==> config.mk <==
export PLATFORM = sky130hd
export DESIGN_NAME = modular_exponentiation_core
export DESIGN_NICKNAME = d
export VERILOG_FILES = /design/src/hw/rtl/modexp_pkg.sv /design/src/hw/rtl/modular_exponentiation_core.sv
export SDC_FILE = /design/constraint.sdc
export NUM_CORES = 1
export LEC_CHECK = 0
export ABC_CLOCK_PERIOD_IN_PS = 14200
export BUFFER_PORTS_ARGS = -buffer_cell sky130_fd_sc_hd__buf_2
export CAP_MARGIN = 20
export CORE_MARGIN = 8
export CORE_UTILIZATION = 35
export DETAILED_ROUTE_END_ITERATION = 10
export HOLD_SLACK_MARGIN = 0.08
export PLACE_DENSITY_LB_ADDON = 0.2
export SETUP_SLACK_MARGIN = 0.4
export SYNTH_ARGS = -nofsm -noshare
export SYNTH_HDL_FRONTEND = slang
export SYNTH_SLANG_ARGS = --single-unit
==> constraint.sdc <==
create_clock -name clk_i -period 14.2 [get_ports clk_i]
set_input_delay 2.84 -clock clk_i [delete_from_list [all_inputs] [get_ports clk_i]]
set_output_delay 2.84 -clock clk_i [all_outputs]
set_load 0.02 [all_outputs]
==> src/hw/rtl/modexp_pkg.sv <==
// Package with the sequencer states and register indexes of the modular exponentiation core.
`timescale 1ns / 1ps

package modexp_pkg;

  // Width of the configuration register index.
  localparam int unsigned CfgIdxW = 2;

  // Configuration register indexes.
  localparam logic [CfgIdxW-1:0] CFG_MODULUS     = 2'd0;
  localparam logic [CfgIdxW-1:0] CFG_PUBLIC_EXP  = 2'd1;
  localparam logic [CfgIdxW-1:0] CFG_PRIVATE_EXP = 2'd2;

  // Sequencer states.
  typedef enum logic [2:0] {
    ST_IDLE,
    ST_REDUCE,
    ST_SQUARE,
    ST_MULT,
    ST_DONE
  } modexp_state_e;

endpackage

==> src/hw/rtl/modular_exponentiation_core.sv <==
// Modular exponentiation core: base to a configured exponent modulo a configured modulus.
`timescale 1ns / 1ps

// An item is taken when start_i is high and busy_o is low; its result appears on
// power_result_o for one cycle with done_o high and cannot be held off. The core
// first reduces the base modulo the modulus, one base bit per cycle, then runs
// left-to-right square-and-multiply over all WIDTH exponent bits. Every modular
// product goes through one bit-serial shift-and-add unit, one multiplier bit per
// cycle. With a modulus below two the result is zero. busy_o drops in the cycle
// after done_o, so the next item can be taken then. Configuration writes are
// always accepted and must only be issued while busy_o is low.
module modular_exponentiation_core
  import modexp_pkg::*;
#(
  parameter int unsigned WIDTH = 16
) (
  input  logic               clk_i,
  input  logic               rst_ni,
  // Item channel
  input  logic               start_i,
  output logic               busy_o,
  input  logic               mode_i,
  input  logic [WIDTH-1:0]   base_value_i,
  // Result channel
  output logic               done_o,
  output logic [WIDTH-1:0]   power_result_o,
  // Configuration channel
  input  logic               cfg_valid_i,
  output logic               cfg_ready_o,
  input  logic [CfgIdxW-1:0] cfg_index_i,
  input  logic [WIDTH-1:0]   cfg_data_i
);

  localparam int unsigned CntW = (WIDTH > 1) ? $clog2(WIDTH) : 1;
  localparam logic [CntW-1:0] CntLast = CntW'(WIDTH - 1);
  localparam int unsigned ExtW = WIDTH + 2;

  modexp_state_e state_q, state_d;

  logic [WIDTH-1:0] modulus_q, pub_exp_q, priv_exp_q;
  logic [WIDTH-1:0] acc_q;    // running power
  logic [WIDTH-1:0] base_q;   // base reduced modulo the modulus
  logic [WIDTH-1:0] prod_q;   // partial product of the serial multiplier
  logic [WIDTH-1:0] opb_q;    // serial operand, consumed MSB first
  logic [WIDTH-1:0] exp_q;    // exponent, consumed MSB first
  logic [CntW-1:0]  cnt_q;    // bit position within one product
  logic [CntW-1:0]  ecnt_q;   // exponent bit position

  logic             item_accept;
  logic             mod_small;
  logic             bit_last;
  logic             exp_last;
  logic [ExtW-1:0]  addend;
  logic [ExtW-1:0]  sum_ext;
  logic [ExtW-1:0]  mod_ext;
  logic [ExtW-1:0]  mod2_ext;
  logic [ExtW-1:0]  diff1;
  logic [ExtW-1:0]  diff2;
  logic [WIDTH-1:0] step;

  assign item_accept = start_i && !busy_o;
  assign mod_small   = (modulus_q[WIDTH-1:1] == '0);
  assign bit_last    = (cnt_q == CntLast);
  assign exp_last    = (ecnt_q == CntLast);
  assign cfg_ready_o = 1'b1;

  // Configuration registers.
  always_ff @(posedge clk_i or negedge rst_ni) begin
    if (!rst_ni) begin
      modulus_q  <= WIDTH'(2);
      pub_exp_q  <= WIDTH'(1);
      priv_exp_q <= WIDTH'(1);
    end else if (cfg_valid_i && cfg_ready_o) begin
      if (cfg_index_i == CFG_MODULUS) begin
        modulus_q <= cfg_data_i;
      end
      if (cfg_index_i == CFG_PUBLIC_EXP) begin
        pub_exp_q <= cfg_data_i;
      end
      if (cfg_index_i == CFG_PRIVATE_EXP) begin
        priv_exp_q <= cfg_data_i;
      end
    end
  end

  // One shift-and-add step: (2 * prod + addend) mod n, with the sum below 3n.
  // During base reduction the addend is the next base bit; otherwise it is the
  // running power when the current multiplier bit is set.
  always_comb begin
    if (state_q == ST_REDUCE) begin
      addend = ExtW'(opb_q[WIDTH-1]);
    end else if (opb_q[WIDTH-1]) begin
      addend = {2'b00, acc_q};
    end else begin
      addend = '0;
    end
    sum_ext  = {1'b0, prod_q, 1'b0} + addend;
    mod_ext  = {2'b00, modulus_q};
    mod2_ext = {1'b0, modulus_q, 1'b0};
    diff1    = sum_ext - mod_ext;
    diff2    = sum_ext - mod2_ext;
    if (sum_ext >= mod2_ext) begin
      step = diff2[WIDTH-1:0];
    end else if (sum_ext >= mod_ext) begin
      step = diff1[WIDTH-1:0];
    end else begin
      step = sum_ext[WIDTH-1:0];
    end
  end

  // State register.
  always_ff @(posedge clk_i or negedge rst_ni) begin
    if (!rst_ni) begin
      state_q <= ST_IDLE;
    end else begin
      state_q <= state_d;
    end
  end

  // Next state and handshake outputs.
  always_comb begin
    state_d = state_q;
    busy_o  = 1'b1;
    done_o  = 1'b0;
    unique case (state_q)
      ST_IDLE: begin
        busy_o = 1'b0;
        if (start_i) begin
          state_d = mod_small ? ST_DONE : ST_REDUCE;
        end
      end
      ST_REDUCE: begin
        if (bit_last) begin
          state_d = ST_SQUARE;
        end
      end
      ST_SQUARE: begin
        if (bit_last) begin
          if (exp_q[WIDTH-1]) begin
            state_d = ST_MULT;
          end else if (exp_last) begin
            state_d = ST_DONE;
          end
        end
      end
      ST_MULT: begin
        if (bit_last) begin
          state_d = exp_last ? ST_DONE : ST_SQUARE;
        end
      end
      ST_DONE: begin
        done_o  = 1'b1;
        state_d = ST_IDLE;
      end
      default: begin
        state_d = ST_IDLE;
      end
    endcase
  end

  assign power_result_o = acc_q;

  // Datapath registers.
  always_ff @(posedge clk_i) begin
    unique case (state_q)
      ST_IDLE: begin
        if (item_accept) begin
          opb_q  <= base_value_i;
          exp_q  <= mode_i ? priv_exp_q : pub_exp_q;
          prod_q <= '0;
          acc_q  <= '0;
          cnt_q  <= '0;
          ecnt_q <= '0;
        end
      end
      ST_REDUCE: begin
        if (bit_last) begin
          cnt_q  <= '0;
          base_q <= step;
          acc_q  <= WIDTH'(1);
          opb_q  <= WIDTH'(1);
          prod_q <= '0;
        end else begin
          cnt_q  <= cnt_q + CntW'(1);
          prod_q <= step;
          opb_q  <= {opb_q[WIDTH-2:0], 1'b0};
        end
      end
      ST_SQUARE: begin
        if (bit_last) begin
          cnt_q  <= '0;
          acc_q  <= step;
          prod_q <= '0;
          if (exp_q[WIDTH-1]) begin
            opb_q <= base_q;
          end else begin
            opb_q  <= step;
            exp_q  <= {exp_q[WIDTH-2:0], 1'b0};
            ecnt_q <= ecnt_q + CntW'(1);
          end
        end else begin
          cnt_q  <= cnt_q + CntW'(1);
          prod_q <= step;
          opb_q  <= {opb_q[WIDTH-2:0], 1'b0};
        end
      end
      ST_MULT: begin
        if (bit_last) begin
          cnt_q  <= '0;
          acc_q  <= step;
          prod_q <= '0;
          opb_q  <= step;
          exp_q  <= {exp_q[WIDTH-2:0], 1'b0};
          ecnt_q <= ecnt_q + CntW'(1);
        end else begin
          cnt_q  <= cnt_q + CntW'(1);
          prod_q <= step;
          opb_q  <= {opb_q[WIDTH-2:0], 1'b0};
        end
      end
      ST_DONE: begin
        cnt_q <= '0;
      end
      default: begin
        cnt_q <= '0;
      end
    endcase
  end

  // A result strobe lasts exactly one cycle.
  assert property (@(posedge clk_i) disable iff (!rst_ni) done_o |=> !done_o)
    else $error("result strobe longer than one cycle");

  // A delivered power is always reduced below the modulus.
  assert property (@(posedge clk_i) disable iff (!rst_ni)
    (done_o && !mod_small) |-> (power_result_o < modulus_q))
    else $error("result not reduced below the modulus");

  // An accepted item makes the core busy in the next cycle.
  assert property (@(posedge clk_i) disable iff (!rst_ni) item_accept |=> busy_o)
    else $error("accepted item did not start the sequencer");

  // The base reduction hands over to the first squaring.
  assert property (@(posedge clk_i) disable iff (!rst_ni)
    (state_q == ST_REDUCE && bit_last) |=> (state_q == ST_SQUARE))
    else $error("base reduction did not end in a squaring");

endmodule

==> run_results.csv, run 1 <==
group,metric,value,unit
cells_and_area,fillers,2407,
timing,skew,10.3,ps
setup_path,startpoint,"state_q[0]",
floorplan,die_w,173,µm
min_path,hold_path.class,"reg2reg",
cells_and_area,regArea,3920,µm²
run,cap_violations,0,
setup_path,reg2reg_to,"opb_q[9]",
cells_and_area,antennaDiodeCount,0,
global_route,grt_overflow,0,
synthesis,synth_cells,841,
setup_path,crit_path_top_delay_cell,"nor2b_1",
setup_path,cp_common_cell,"o21ai_0",
timing,rsz0062_at_grt,"false",
clock_tree,clk_pin_slew_worst_paths,70,ps
cells_and_area,area_delta_synth_final,14.5,%
floorplan,ios,58,
floorplan,row_count,57,
timing,drv_slew,0,
timing,tightest_slew,982,ps
clock_tree,cts-root-buf,"clkbuf_16",
cells_and_area,nNetsFinal,988,
clock_tree,clock_latency,430,ps
timing,setup_tns,0,ps
timing,max_slew_margin,34.5,%
setup_path,crit_type,"reg2reg",
setup_path,endpoint,"opb_q[9]",
detailed_routing,routed_wire_length_per_instance,19.7,µm
clock_tree,cts_sinks,139,
global_route,grt_usage,16.3,%
detailed_routing,totalWireLength,24400,µm
setup_path,cp.required,14350,ps
global_route,grt_pass1_vias,6620,
floorplan,coreArea,24200,µm²
cells_and_area,finalInstanceArea,9870,µm²
cells_and_area,drive_gt1_share,18.5,%
run_status,outcome,"finished clean",
setup_path,path_max_fanout,15,
setup_path,end_kind,"register",
detailed_routing,first_pass_iters,5,
synthesis,syn_area,8610,µm²
setup_path,crit_arrival,6610,ps
place,place_hpwl,18600,µm
detailed_routing,ant_nets,0,
setup_path,r2r_slack,7740,ps
global_route,grt_max_degree,52,
synthesis,syn_avg_cell_area,10.2,µm²
clock_tree,ctsHoldBuffers,0,
synthesis,yosysSeqAreaShare,45.5,%
clock_tree,cts_resized,0,
place,postPlaceCellArea,9260,µm²
timing,period_share,45.5,%
setup_path,cpPeakStageDelay,720,ps
timing,fmax,155,MHz
clock_tree,cts_htree_levels,4,
setup_path,start_kind,"register",
synthesis,ys_types,76,
floorplan,die_h,173,µm
place,place_congestion,0.967,
detailed_routing,num_vias,6705,
clock_tree,post_cts_buffers,0,
cells_and_area,final_cell_mix,"88 x edfxtp_1, 76 x nand2_1, 66 x o21ai_0",
synthesis,ys_ff_latch,139,
setup_path,rr_startpoint,"state_q[0]",
global_route,grt_pass1_wl,38500,µm
clock_tree,numCtsBuffers,17,
cells_and_area,final_common_cell,"edfxtp_1",
detailed_routing,viasPerCell,5.43,
timing,timing.final.hold_violations,0,
synthesis,async_reset_ff_share,36.7,%
timing,period_minus_slack,6460,ps
clock_tree,clockBufferDepth,2,
clock_tree,cts_tree,"built",
cells_and_area,multi_input_area,4430,µm²
synthesis,synthFlopType,"edfxtp_1",
synthesis,synth_enable_flop_cells,88,
detailed_routing,dr.first_iter.drc_count,613,
floorplan,dieArea,29900,µm²
timing,setup_viol,0,
setup_path,worst-r2r-cell-count,19,
floorplan,initial_utilization,35.5,%
place,io_buffers,56,
detailed_routing,drc,0,
setup_path,path_cells,"nor3b_1 -> nor2b_1 -> and2_1 -> ha_1 -> a211oi_1 -> o21bai_1 -> a21oi_1 -> o21ai_0 -> xor2_1 -> ha_1 -> o21a_1 -> a21oi_4 -> or4b_4 -> a21oi_4 -> a21oi_2 -> nor3_4 -> mux2_2 -> o21ai_0 -> o21ai_0",
synthesis,syn_nets,932,
synthesis,yosysWarningCount,0,
global_route,antenna_found_initial,0,
-- kinds of logic after synthesis --
logic type | after synthesis | synth area share, %
buffers and inverters | 69 | 3.21
AND/OR/NAND/NOR | 248 | 14.0
multiplexers | 63 | 7.93
AO/OA/AOI/OAI | 233 | 17.8
XOR/XNOR | 36 | 3.66
flip-flops | 139 | 45.5
other | 1 | 0.0435
adder cells (fa/ha/maj) | 52 | 7.81
-- metal layers --
metal  vias up  routed length [µm]  GRT usage [%]
met5         -                   0              0
met4         0                 665           6.11
met3        36                1110           2.40
met2       176               11000           25.0
met1      3269               11600           23.0
li1       3224                   -              -
-- synthesized netlist by cell type, drive strengths merged, types with 9 or more instances --
master | number | share of area, %
a21o | 11 | 0.96
xor2 | 16 | 1.6
mux2 | 39 | 5.1
nand4 | 9 | 0.65
nor2 | 64 | 2.8
o21ai | 72 | 4.2
nand3 | 13 | 0.76
clkbuf | 24 | 1.0
xnor2 | 20 | 2.0
mux2i | 24 | 2.8
o21a | 11 | 0.96
inv | 37 | 1.6
nor3 | 17 | 1.2
a21oi | 59 | 3.8
ha | 49 | 7.1
nand2 | 76 | 3.3
and2 | 27 | 2.0
a22oi | 10 | 0.87
dfrtp | 48 | 14
edfxtp | 88 | 31
-- layout make-up --
cell class                 count  share of cell area, %
multi-input combinational    633                   44.9
sequential                   139                   39.8
clock buffer                  17                   4.31
tap                          324                   4.11
timing repair buffer          69                   3.91
clock inverter                15                   1.56
inverter                      37                   1.43
-- worst min path at each step --
stage,start,to,slack [ps],cells past startpoint
finish,pub_exp_q[5],pub_exp_q[5],500,1
global placement,priv_exp_q[1],priv_exp_q[1],490,1
CTS,pub_exp_q[14],pub_exp_q[14],510,1
floorplan,pub_exp_q[10],pub_exp_q[10],480,1
detailed placement,pub_exp_q[14],pub_exp_q[14],490,1
global route,pub_exp_q[8],pub_exp_q[8],510,1
-- state kept, by name, summed over array words and instances, names as in the netlist --
register        cells
modulus_q          16
state_q             3
pub_exp_q          16
ecnt_q              4
prod_q             16
priv_exp_q         16
cnt_q               4
exp_q              16
power_result_o     16
opb_q              16
base_q             16
-- worst max-delay path, delay by kind of cell, from the launching register on --
| family | cells | cell delay [ps] |
|---|---|---|
| AND/OR/NAND/NOR | 5 | 2300 |
| AO/OA/AOI/OAI | 10 | 2130 |
| adder cells (fa/ha/maj) | 2 | 600 |
| flip-flops | 1 | 480 |
| multiplexers | 1 | 400 |
| XOR/XNOR | 1 | 290 |
-- stage by stage --
step / cells / hold WS (ps) / util, % / setup slack, ps
after global routing: 1234 / 514 / 40.7 / 7150
after detailed placement: 1200 / 493 / 38.2 / 7760
final: 1234 / 504 / 40.7 / 7740
after CTS: 1232 / 508 / 40.6 / 7710
after floorplan: 841 / 479 / - / 9050
after global placement: 1199 / 486 / 38.2 / 7960
Power of run 1 is left out: the tool's default activity adds up to more than one toggle a clock period on the data nets, which glitch-free logic cannot reach.
==> run 2, diff against run 1 <==
--- a/config.mk
+++ b/config.mk
@@ -5,7 +5,8 @@
 export SDC_FILE = /design/constraint.sdc
 export NUM_CORES = 1
 export LEC_CHECK = 0
-export ABC_CLOCK_PERIOD_IN_PS = 14200
+export ABC_AREA = 1
+export ABC_CLOCK_PERIOD_IN_PS = 6300
 export BUFFER_PORTS_ARGS = -buffer_cell sky130_fd_sc_hd__buf_2
 export CAP_MARGIN = 20
 export CORE_MARGIN = 8
==> constraint.sdc (replaced) <==
create_clock -name clk_i -period 6.3 [get_ports clk_i]
set_input_delay 1.26 -clock clk_i [delete_from_list [all_inputs] [get_ports clk_i]]
set_output_delay 1.26 -clock clk_i [all_outputs]
set_load 0.02 [all_outputs]
==> run_results.csv, run 2 <==
group,metric,value,unit
floorplan,initial_utilization,35.5,%
detailed_routing,ant_nets,0,
detailed_routing,num_vias,7900,
min_path,worstHoldStart,"priv_exp_q[15]",
run_status,outcome,"finished clean",
setup_path,reg2reg_to,"opb_q[1]",
clock_tree,clockBufferDepth,2,
synthesis,ys_ff_latch,139,
detailed_routing,routed.top_layer,"met4",
detailed_routing,dr.first_iter.drc_count,549,
setup_path,cpPeakStageDelay,590,ps
timing,skew,17.0,ps
synthesis,synth_commonest_cells,"382 x nand2_1, 179 x inv_1, 88 x edfxtp_1, 81 x nor2_1, 81 x o21ai_0",
synthesis,synthFlopType,"edfxtp_1",
cells_and_area,nNetsFinal,1338,
timing,period_share,86.3,%
place,place_hpwl,21000,µm
clock_tree,cts_tree,"built",
detailed_routing,routed_wire_length_per_instance,17.0,µm
synthesis,syn_nets,1288,
synthesis,synth_simple_gate_area_share,27.9,%
floorplan,dieArea,31700,µm²
global_route,grt_max_degree,52,
clock_tree,cts_sinks,139,
cells_and_area,antennaDiodeCount,0,
clock_tree,numCtsBuffers,17,
synthesis,muxShareOfSynthArea,1.63,%
synthesis,synth_enable_flop_cells,88,
global_route,grt_overflow,0,
global_route,grt_pass1_wl,43100,µm
detailed_routing,drc,0,
global_route,grt_usage,17.6,%
global_route,grt_pass1_vias,7847,
min_path,hold_path_end,"priv_exp_q[15]",
timing,drv_slew,0,
setup_path,cp.required,6590,ps
min_path,min_path_cells,2,
clock_tree,post_cts_buffers,0,
cells_and_area,final_common_cell,"nand2_1",
synthesis,async_reset_ff_share,36.7,%
cells_and_area,drive_gt1_share,11.2,%
synthesis,synth_compound_area_share,8.78,%
setup_path,cp_common_cell,"nand2_1",
synthesis,yosysMostFrequentCell,"nand2_1",
run,cap_violations,0,
detailed_routing,wl_met2,12700,µm
timing,fin_ws,862,ps
detailed_routing,viasPerCell,4.95,
timing,fmax,184,MHz
synthesis,yosys.area.top_type_share,28.8,%
synthesis,ys_types,42,
synthesis,synth_area_leaders,"edfxtp_1 29%, nand2_1 16%, dfrtp_1 13%, inv_1 7.3%, ha_1 6.7%",
synthesis,syn_avg_cell_area,7.68,µm²
setup_path,rr_startpoint,"state_q[1]",
timing,setup_viol,0,
timing,rsz0062_at_grt,"false",
cells_and_area,fillers,2706,
place,postPlaceCellArea,9790,µm²
cells_and_area,final_util,40.2,%
floorplan,die_w,178,µm
synthesis,yosys.area.top_type,"edfxtp_1",
synthesis,syn_area,9190,µm²
synthesis,yosys.area_share.xor_xnor,2.76,%
clock_tree,cts_resized,0,
detailed_routing,totalWireLength,27100,µm
synthesis,synth_top_family_by_area,"simple AND/OR/NAND/NOR gates",
clock_tree,cts_htree_levels,4,
floorplan,die_h,178,µm
timing,tightest_slew,1100,ps
setup_path,start_kind,"register",
timing,period_minus_slack,5440,ps
place,pre_cts_ws,979,ps
cells_and_area,finalInstanceArea,10400,µm²
setup_path,path_max_fanout,18,
setup_path,r2r_slack,860,ps
setup_path,crit_type,"reg2reg",
floorplan,row_count,59,
setup_path,end_kind,"register",
cells_and_area,area_delta_synth_final,13.4,%
clock_tree,clock_latency,430,ps
synthesis,yosysWarningCount,0,
synthesis,synthAdderAreaFrac,7.32,%
clock_tree,ctsHoldBuffers,0,
place,io_buffers,56,
detailed_routing,met1_length,12300,µm
min_path,hold_path.class,"reg2reg",
setup_path,crit_path_top_delay_cell,"a21oi_4",
floorplan,coreArea,25900,µm²
cells_and_area,final_cell_mix,"382 x nand2_1, 179 x inv_1, 88 x edfxtp_1",
detailed_routing,wl_met3,1340,µm
clock_tree,cts-root-buf,"clkbuf_16",
detailed_routing,first_pass_iters,5,
setup_path,worst-r2r-cell-count,29,
timing,setup_tns,0,ps
global_route,antenna_found_initial,0,
setup_path,crit_arrival,5730,ps
timing,max_slew_margin,26.5,%
clock_tree,clk_pin_slew_worst_paths,60,ps
floorplan,ios,58,
synthesis,synth_cells,1197,
place,place_congestion,0.935,
synthesis,yosysSeqAreaShare,42.7,%
timing,timing.final.hold_violations,0,
[run 2: per-layer routing]
| metal | up-vias | GRT usage, % |
|---|---|---|
| li1 | 3965 | - |
| met1 | 3661 | 22.9 |
| met2 | 232 | 28.6 |
| met3 | 42 | 2.96 |
| met4 | 0 | 6.91 |
| met5 | - | 0 |
[run 2: worst max path at each step]
stage | start | to | slack (ps) | depth (start not counted)
floorplan | state_q[0] | opb_q[5] | 2310 | 32
CTS | state_q[1] | opb_q[1] | 970 | 29
finish | state_q[1] | opb_q[1] | 860 | 29
global placement | state_q[1] | opb_q[0] | 1000 | 28
detailed placement | state_q[1] | opb_q[0] | 980 | 28
global route | state_q[1] | opb_q[1] | 400 | 29
[run 2: kinds of logic (layout without fill, tap and decap cells)]
group,count (synthesis),after routing
xor gates and xnor gates,29,29
AOI/OAI and AO/OA,147,147
other,1,1
buffers and inverters,214,277
and+or+nand+nor,600,600
DFF,139,139
adders and majority gates,52,52
muxes,15,15
[run 2: cell type report]
cell class | instances | area (µm²) | area share [%]
Clock buffer | 18 | 429 | 4.12
Clock inverter | 14 | 156 | 1.50
Inverter | 182 | 683 | 6.56
Multi-Input combinational cell | 844 | 4460 | 42.8
Sequential cell | 139 | 3920 | 37.6
Tap cell | 335 | 419 | 4.02
Timing Repair Buffer | 63 | 352 | 3.37
[run 2: stage by stage]
stage	hold WS, ps	instances
finish	480	1595
global route	498	1595
CTS	487	1592
detailed placement	472	1560
global placement	466	1560
floorplan	452	1197
[run 2: worst max-delay path, delay by kind of cell (launching register included)]
| family | cells | cell delay [ps] |
|---|---|---|
| XOR/XNOR | 1 | 490 |
| flip-flops | 1 | 380 |
| adder cells (fa/ha/maj) | 3 | 1070 |
| AO/OA/AOI/OAI | 3 | 1020 |
| AND/OR/NAND/NOR | 18 | 1880 |
| buffers and inverters | 4 | 480 |
Power of run 2 is left out for the same reason.
